--- config.mk ---
export PLATFORM = sky130hd
export DESIGN_NAME = grid_maze_dfs_path_flat
export DESIGN_NICKNAME = d
export VERILOG_FILES = /design/src/rtl/gmd_pkg.sv /design/src/rtl/gmd_if.sv /design/src/rtl/grid_maze_dfs_path.sv /design/src/rtl/gmd_ctrl.sv /design/src/rtl/gmd_dp.sv /design/src/flat_wrapper.sv
export SDC_FILE = /design/constraint.sdc
export NUM_CORES = 1
export LEC_CHECK = 0
export ABC_AREA = 0
export BUFFER_PORTS_ARGS = -buffer_cell sky130_fd_sc_hd__buf_2
export CAP_MARGIN = 40
export CORE_ASPECT_RATIO = 0.75
export CORE_UTILIZATION = 60
export CTS_CLUSTER_DIAMETER = 80
export DETAILED_ROUTE_END_ITERATION = 12
export HOLD_SLACK_MARGIN = 0.15
export PLACE_DENSITY_LB_ADDON = 0.15
export SYNTH_ARGS = -nofsm -noshare
export SYNTH_HDL_FRONTEND = slang
export SYNTH_SLANG_ARGS = --single-unit
--- constraint.sdc ---
create_clock -name clock -period 17.3 [get_ports clock]
set_input_delay 3.46 -clock clock [delete_from_list [all_inputs] [get_ports clock]]
set_output_delay 3.46 -clock clock [all_outputs]
set_load 0.01 [all_outputs]
--- src/rtl/gmd_pkg.sv ---
// Package: shared types and constants for the grid maze path search block.
`default_nettype none
package gmd_pkg;
   localparam int unsigned NCELLS = 64;
   localparam int unsigned MAX_SIDE = 8;

   typedef enum logic [1:0] {
      OP_DEFAULT = 2'd0,
      OP_OPEN    = 2'd1,
      OP_SOLVE   = 2'd2,
      OP_UNUSED  = 2'd3
   } op_type;

   typedef enum logic [3:0] {
      ST_IDLE,
      ST_CLEAR,
      ST_CHECK,
      ST_PROBE,
      ST_DECIDE,
      ST_POP,
      ST_EMIT_RD,
      ST_EMIT,
      ST_FAIL
   } state_type;

   typedef struct packed {
      logic grid_default;
      logic grid_open;
      logic clear_step;
      logic start;
      logic probe;
      logic push;
      logic advance;
      logic pop;
      logic emit_start;
      logic emit_read;
      logic emit_next;
   } cmd_type;

   typedef struct packed {
      logic clear_done;
      logic at_goal;
      logic next_done;
      logic cand_ok;
      logic empty;
      logic emit_last;
   } sts_type;
endpackage
`default_nettype wire

--- src/rtl/gmd_if.sv ---
// Interface: valid/ready channel carrying one payload.
`default_nettype none
interface gmd_if #(parameter int unsigned W = 8) ();
   logic         valid;
   logic         ready;
   logic [W-1:0] data;
   modport source (output valid, output data, input ready);
   modport sink (input valid, input data, output ready);
endinterface
`default_nettype wire

--- src/rtl/grid_maze_dfs_path.sv ---
// Top level: depth-first path search through a square maze grid.
//  channel | dir | payload
//  req     | in  | func[1:0] row[2:0] col[2:0]
//  rsp     | out | cell_res[5:0] found last
//  csr     | in  | side[3:0], write enable only
// After acceptance a solve clears, runs each neighbour probe through check,
// probe and decide, each pop through check and pop, ends with a final check,
// then reads and emits each path cell or gives the no-path result; one
// neighbour tried at a time sets the pace. Reset is synchronous and restores
// side 8 and the default grid. The output stall holds the current path cell
// until taken; no new transaction is taken during a solve.
`default_nettype none
module grid_maze_dfs_path (
   input  wire logic   clock,
   input  wire logic   reset,
   gmd_if.sink         req,
   gmd_if.source       rsp,
   input  wire logic       csr_we,
   input  wire logic [3:0] csr_wdata
);
   import gmd_pkg::*;
   logic [3:0] side_ff;
   logic [2:0] side_m1;
   cmd_type    cmd;
   sts_type    sts;
   logic       fail;
   logic [5:0] path_cell;

   always_ff @(posedge clock) begin
      if (reset) side_ff <= 4'd8;
      else if (csr_we) side_ff <= csr_wdata;
   end

   // out-of-range side clamps to 2..MAX_SIDE
   always_comb begin
      if (side_ff < 4'd2) side_m1 = 3'd1;
      else if (side_ff > 4'(MAX_SIDE)) side_m1 = 3'(MAX_SIDE - 1);
      else side_m1 = 3'(side_ff - 4'd1);
   end

   gmd_ctrl u_ctrl (
      .clock, .reset,
      .req_valid(req.valid), .req_func(req.data[7:6]), .req_ready(req.ready),
      .rsp_valid(rsp.valid), .rsp_ready(rsp.ready), .rsp_fail(fail),
      .cmd, .sts
   );

   gmd_dp u_dp (
      .clock, .reset, .side_m1,
      .req_row(req.data[5:3]), .req_col(req.data[2:0]),
      .cmd, .sts, .cell_out(path_cell)
   );

   // payload {cell_res, found, last}
   assign rsp.data = fail ? 8'b0000_0001 : {path_cell, 1'b1, sts.emit_last};
endmodule
`default_nettype wire

--- src/rtl/gmd_ctrl.sv ---
// Controller: sequences grid updates, the search and the path output.
`default_nettype none
module gmd_ctrl (
   input  wire logic            clock,
   input  wire logic            reset,
   input  wire logic            req_valid,
   input  wire logic [1:0]      req_func,
   output logic                 req_ready,
   output logic                 rsp_valid,
   input  wire logic            rsp_ready,
   output logic                 rsp_fail,
   output gmd_pkg::cmd_type     cmd,
   input  wire gmd_pkg::sts_type sts
);
   import gmd_pkg::*;
   state_type state_ff, state_in;
   logic acc;
   assign acc = req_valid && req_ready;

   always_ff @(posedge clock) begin
      if (reset) state_ff <= ST_IDLE;
      else state_ff <= state_in;
   end

   always_comb begin
      state_in = state_ff;
      unique case (state_ff)
         ST_IDLE:    if (acc && req_func == OP_SOLVE) state_in = ST_CLEAR;
         ST_CLEAR:   if (sts.clear_done) state_in = ST_CHECK;
         ST_CHECK: begin
            if (sts.empty) state_in = ST_FAIL;
            else if (sts.at_goal) state_in = ST_EMIT_RD;
            else if (sts.next_done) state_in = ST_POP;
            else state_in = ST_PROBE;
         end
         ST_PROBE:   state_in = ST_DECIDE;
         ST_DECIDE:  state_in = ST_CHECK;
         ST_POP:     state_in = ST_CHECK;
         ST_EMIT_RD: state_in = ST_EMIT;
         ST_EMIT:    if (rsp_ready) state_in = sts.emit_last ? ST_IDLE : ST_EMIT_RD;
         ST_FAIL:    if (rsp_ready) state_in = ST_IDLE;
         default:    state_in = ST_IDLE;
      endcase
   end

   always_comb begin
      cmd = '0;
      req_ready = 1'b0;
      rsp_valid = 1'b0;
      rsp_fail = 1'b0;
      unique case (state_ff)
         ST_IDLE: begin
            req_ready = 1'b1;
            cmd.grid_default = acc && req_func == OP_DEFAULT;
            cmd.grid_open = acc && req_func == OP_OPEN;
            cmd.start = acc && req_func == OP_SOLVE;
         end
         ST_CLEAR: cmd.clear_step = 1'b1;
         ST_CHECK: begin
            cmd.emit_start = !sts.empty && sts.at_goal;
            cmd.probe = !sts.empty && !sts.at_goal && !sts.next_done;
         end
         ST_DECIDE: begin
            cmd.push = sts.cand_ok;
            cmd.advance = 1'b1;
         end
         ST_POP: cmd.pop = 1'b1;
         ST_EMIT_RD: cmd.emit_read = 1'b1;
         ST_EMIT: begin
            rsp_valid = 1'b1;
            cmd.emit_next = rsp_ready;
         end
         ST_FAIL: begin
            rsp_valid = 1'b1;
            rsp_fail = 1'b1;
         end
         default: ;
      endcase
   end
endmodule
`default_nettype wire

--- src/rtl/gmd_dp.sv ---
// Datapath: grid, visited marks, search stack and path cell numbering.
`default_nettype none
module gmd_dp (
   input  wire logic             clock,
   input  wire logic             reset,
   input  wire logic [2:0]       side_m1,
   input  wire logic [2:0]       req_row,
   input  wire logic [2:0]       req_col,
   input  wire gmd_pkg::cmd_type cmd,
   output gmd_pkg::sts_type      sts,
   output logic [5:0]            cell_out
);
   import gmd_pkg::*;
   logic [NCELLS-1:0] grid_ff, grid_in;
   logic [NCELLS-1:0] vis_ff, vis_in;
   // stack memory: {row, col}; next index of top frame kept in register
   logic [5:0] stk_mem [NCELLS];
   logic [3:0] nxt_mem [NCELLS];
   logic [6:0] depth_ff;
   logic [5:0] top_ff;   // row,col of top frame
   logic [3:0] next_ff;  // neighbour index of top frame
   logic [5:0] cand_ff;
   logic       cand_ok_ff;
   logic [5:0] emit_ff, emit_in;  // emit read pointer
   logic [5:0] rd_addr;
   logic [3:0] nr, nc;
   logic       in_grid;
   logic [5:0] cidx;

   // cell number row*side+col of a stored frame, top frame held in register
   function automatic logic [5:0] stk_rd(input logic [5:0] m, input logic [5:0] t,
                                         input logic is_top);
      logic [5:0] rc;
      logic [6:0] v;
      rc = is_top ? t : m;
      v = {4'b0000, rc[5:3]} * ({4'b0000, side_m1} + 7'd1) + {4'b0000, rc[2:0]};
      return v[5:0];
   endfunction

   // candidate neighbour from top frame
   always_comb begin
      logic [1:0] dr, dc;
      dr = (next_ff >= 4'd6) ? 2'd2 : (next_ff >= 4'd3) ? 2'd1 : 2'd0;
      dc = 2'(next_ff - {dr, 2'b00} + {2'b00, dr});
      nr = {1'b0, top_ff[5:3]} + {2'b00, dr} - 4'd1;
      nc = {1'b0, top_ff[2:0]} + {2'b00, dc} - 4'd1;
      in_grid = (next_ff != 4'd4) && !nr[3] && !nc[3] &&
                (nr[2:0] <= side_m1) && (nc[2:0] <= side_m1);
      cidx = {nr[2:0], nc[2:0]};
   end

   always_comb begin
      grid_in = grid_ff;
      if (cmd.grid_default) begin
         grid_in = '0;
         grid_in[0] = 1'b1;
         grid_in[{side_m1, side_m1}] = 1'b1;
      end else if (cmd.grid_open && req_row <= side_m1 && req_col <= side_m1) begin
         grid_in[{req_row, req_col}] = 1'b1;
      end
      vis_in = vis_ff;
      if (cmd.start) vis_in = '0;
      else if (cmd.clear_step) vis_in[0] = 1'b1;
      else if (cmd.push) vis_in[cand_ff] = 1'b1;
   end

   always_ff @(posedge clock) begin
      if (reset) begin
         grid_ff <= NCELLS'(1) | (NCELLS'(1) << (NCELLS - 1));
         vis_ff <= '0;
         depth_ff <= '0;
      end else begin
         grid_ff <= grid_in;
         vis_ff <= vis_in;
         if (cmd.clear_step) depth_ff <= 7'd1;
         else if (cmd.push) depth_ff <= depth_ff + 7'd1;
         else if (cmd.pop) depth_ff <= depth_ff - 7'd1;
      end
   end

   // frame below the top, restored into the top registers on a pop
   assign rd_addr = 6'(depth_ff - 7'd2);

   always_ff @(posedge clock) begin
      if (cmd.clear_step) begin
         top_ff <= '0;
         next_ff <= '0;
      end else if (cmd.probe) begin
         cand_ff <= cidx;
         cand_ok_ff <= in_grid && grid_ff[cidx] && !vis_ff[cidx];
      end else if (cmd.push) begin
         stk_mem[depth_ff[5:0] - 6'd1] <= top_ff;
         nxt_mem[depth_ff[5:0] - 6'd1] <= next_ff + 4'd1;
         top_ff <= cand_ff;
         next_ff <= '0;
      end else if (cmd.advance) begin
         next_ff <= next_ff + 4'd1;
      end else if (cmd.pop) begin
         top_ff <= stk_mem[rd_addr];
         next_ff <= nxt_mem[rd_addr];
      end
      if (cmd.emit_read) cell_out <= stk_rd(stk_mem[emit_ff], top_ff,
                                            emit_ff == 6'(depth_ff - 7'd1));
   end

   always_comb begin
      emit_in = emit_ff;
      if (cmd.emit_start) emit_in = '0;
      else if (cmd.emit_next) emit_in = emit_ff + 6'd1;
   end
   always_ff @(posedge clock) emit_ff <= emit_in;

   assign sts.clear_done = 1'b1;
   assign sts.at_goal = top_ff == {side_m1, side_m1};
   assign sts.next_done = next_ff >= 4'd9;
   assign sts.cand_ok = cand_ok_ff;
   assign sts.empty = depth_ff == 7'd0;
   assign sts.emit_last = emit_ff == 6'(depth_ff - 7'd1);
endmodule
`default_nettype wire
--- src/flat_wrapper.sv ---
// flat-port wrapper written by rule: the top's interface ports become plain ports
module grid_maze_dfs_path_flat import gmd_pkg::*;
  (clock, reset, csr_we, csr_wdata, req_valid, req_data, req_ready, rsp_valid, rsp_data, rsp_ready);
  gmd_if req_i ();
  gmd_if rsp_i ();
  input  wire logic clock;
  input  wire logic reset;
  input  wire logic csr_we;
  input  wire logic [3:0] csr_wdata;
  input wire logic [$bits(req_i.valid)-1:0] req_valid;
  input wire logic [$bits(req_i.data)-1:0] req_data;
  output wire logic [$bits(req_i.ready)-1:0] req_ready;
  output wire logic [$bits(rsp_i.valid)-1:0] rsp_valid;
  output wire logic [$bits(rsp_i.data)-1:0] rsp_data;
  input wire logic [$bits(rsp_i.ready)-1:0] rsp_ready;
  assign req_i.valid = req_valid;
  assign req_i.data = req_data;
  assign req_ready = req_i.ready;
  assign rsp_valid = rsp_i.valid;
  assign rsp_data = rsp_i.data;
  assign rsp_i.ready = rsp_ready;
  grid_maze_dfs_path u_core (.clock(clock), .reset(reset), .req(req_i), .rsp(rsp_i), .csr_we(csr_we), .csr_wdata(csr_wdata));
endmodule
==> impl_metrics.toml <==
[routing]
first_iter_violations = 3608
routed.top_layer = "met5"
wl_mm = 101
wl_met2_mm = 42.1
wl_met1_mm = 40.2
via_per_inst = 7.07
drt_first_pass_iters = 5
post-route-drc-count = 0
vias = 22866
final_antenna_net_count = 0
dr_wl_met3_mm = 15.5
wl_per_cell_um = 31.3

[clock_tree]
root_buffer = "clkbuf_16"
cts_tree = "done"
ctsHoldBuffers = 0
cts_buffers = 77
cts_max_level = 3
cts.clk_slew.worst_paths_ns = 0.07
cts_setup_buffers = 0
insertion_delay_ns = 0.63
cts_resized = 0
clk_path_buf_depth = 3
cts_sinks = 818

[placement]
gp_congestion = 0.927
hpwlAfterDp_mm = 66.3
postPlaceCellArea_sq_um = 38000
io_buffers = 26

[cells_and_area]
nNetsFinal = 2450
layout_common_cells = "edfxtp_1 (653), mux4_2 (296), nor2_1 (242)"
post-route-cell-area_sq_um = 40500
seq_area_sq_um = 22900
multi_input_area_sq_um = 12700
final_common_cell = "edfxtp_1"
drive_gt1_frac = 0.243
syn2layout_area_growth_pct = 10.9
num_antenna_cells = 0
nFillCells = 3965

[setup_path]
critPathKind = "reg -> out"
critPathCaptureType = "primary output"
cp_max_fo = 43
path_cells = "inv_1, ha_1, nor3b_1, nand2_1, xnor3_1, or2_2, nand2_1, buf_2"
critPathArrivalTime_ns = 3.66
cpPeakStageDelay_ns = 0.83
path_common_cell = "nand2_1"
cp-start-kind = "flip-flop"
crit_required_ns = 13.84
cp_slowest_cell = "dfxtp_4"

[global_routing]
grt_max_degree = 97
grt_pass1_wl_mm = 148
grt_antenna_before_repair = 3
grt_overflow_total = 0
track_usage = 0.333
grt_pass1_vias = 21892

[yosys]
yosysUniqueCellTypes = 61
syn_area_sq_um = 36500
ys_warn_count = 0
synth_ff_type = "edfxtp_1"
async_flop_share = 0
synth_seq_cells = 818
synth-edff-count = 653
synth_fp_nets = 2373
syn_area_per_cell_sq_um = 15.8
ys_seq_area_frac = 0.628
synth_cells = 2307

[sta]
fmax_mhz = 140
worstMarginPinSlew_ns = 1.04
hold_viol_final = 0
period_needed_ns = 7.12
finalMaxSlewViolations = 0
tns_ns = 0
fin_crit_sh = 0.412
fin_worst_skew_ns = 0.0214
rsz0062_at_grt = "no"
setup_violations = 0
maxSlewHeadroom = 0.302

[floorplanning]
die_w_um = 287
rows = 77
ioPinCount = 27
die_y_um = 216
core_area_sq_um = 59500
start_util = 0.613
die_area_sq_um = 61800

[outcome]
status = "complete, no violations"

[power_and_ir_drop]
p_per_area_nw_per_um2 = 97.4
vdd_drop_max_v = 0.0000961
p_leak_nw = 11.6

[hold_path]
hp-class = "reg -> reg"

[flow_run]
cap_violations = 0
-- through the flow --
| step | hold slack, ns | cells | total power [mW] | setup slack (ns) | util |
|---|---|---|---|---|---|
| after floorplan | 0.410 | 2307 | 2.27 | 10.85 | - |
| after global placement | 0.431 | 3041 | 2.31 | 10.90 | 0.630 |
| after detailed placement | 0.442 | 3094 | 2.31 | 10.91 | 0.639 |
| after CTS | 0.458 | 3231 | 3.95 | 10.23 | 0.680 |
| after global routing | 0.480 | 3232 | 4.04 | 10.09 | 0.680 |
| final | 0.461 | 3232 | 3.94 | 10.18 | 0.680 |
-- cells by family after synthesis --
kind of cell / count (synthesis) / share of synthesized area
xor+xnor: 42 / 0.0112
compound gates: 317 / 0.0530
simple gates: 524 / 0.0682
flops: 818 / 0.628
mux: 339 / 0.195
buf+inv: 218 / 0.0266
fa+ha+maj: 49 / 0.0180
-- final cells by class --
cell class / instances / share of cell area
inverters: 76 / 0.00705
repair buffers: 140 / 0.0272
well taps: 790 / 0.0244
clock buffers: 101 / 0.0525
multi-input cells: 1271 / 0.314
flip-flops and latches: 818 / 0.567
clock inverters: 36 / 0.00801
-- metal layers --
metal	global-route usage	up-vias
li1	-	9280
met1	0.510	11635
met2	0.450	1729
met3	0.117	218
met4	0.103	4
met5	0	-
-- synthesized netlist by cell type (6+ instances only) --
master | instances | area [sq um]
edfxtp_1 | 653 | 19600
mux4_2 | 296 | 6670
nor2_1 | 242 | 908
dfxtp_1 | 165 | 3300
a21oi_1 | 159 | 796
inv_1 | 75 | 282
nand2_1 | 72 | 270
clkbuf_1 | 71 | 267
ha_1 | 43 | 538
nor3b_1 | 42 | 315
nor3_1 | 41 | 205
nor2b_1 | 34 | 213
a211oi_1 | 33 | 248
nand3_1 | 33 | 165
buf_2 | 29 | 145
xnor2_1 | 26 | 228
a31oi_1 | 25 | 156
mux2i_1 | 25 | 250
buf_1 | 22 | 82.6
o22ai_1 | 22 | 138
a311oi_1 | 19 | 166
mux2_2 | 18 | 203
nand4_1 | 16 | 100
o21ai_0 | 15 | 75.1
xor2_1 | 13 | 114
and2_1 | 12 | 75.1
buf_6 | 11 | 124
buf_4 | 9 | 67.6
a2111oi_0 | 7 | 61.3
a22oi_1 | 7 | 52.6
and3_1 | 6 | 37.5
fa_1 | 6 | 120
-- sequential cells by signal, summed over array words and instances, names as in the netlist, named ones only --
signal / flops
u_core.u_dp.stk_mem: 384
u_core.u_dp.nxt_mem: 256
u_core.u_dp.grid_ff: 64
u_core.u_dp.vis_ff: 64
u_core.u_dp.depth_ff: 7
u_core.u_dp.cand_ff: 6
u_core.u_dp.cell_out: 6
u_core.u_dp.emit_ff: 6
u_core.u_dp.top_ff: 6
u_core.side_ff: 4
u_core.u_ctrl.state_ff: 4
u_core.u_dp.next_ff: 4
u_core.u_dp.cand_ok_ff: 1
-- critical path: cells and delay by family (launching register included) --
family / cells / cell delay [ns]
simple gates: 4 / 1.00
flops: 1 / 0.83
buf+inv: 2 / 0.52
fa+ha+maj: 1 / 0.40
xor+xnor: 1 / 0.26
-- final timing paths --
path / depth (start not counted) / startpoint / endpoint / slack [ns]
max: 8 / u_core.u_dp.depth_ff[1] / rsp_data[0] / 10.18
min: 1 / u_core.u_dp.grid_ff[0] / u_core.u_dp.grid_ff[0] / 0.46
min reg2reg: 1 / u_core.u_dp.grid_ff[0] / u_core.u_dp.grid_ff[0] / 0.46
max reg2reg: 18 / flip-flop / u_core.u_dp.cell_out[5] / 11.04
-- where the power goes --
part	internal (mW)	switching, mW	total, mW
sequential	2.10	0.00369	2.10
clock	0.943	0.729	1.67
combinational	0.0685	0.0976	0.166
Power figures use the tool's default switching activity.
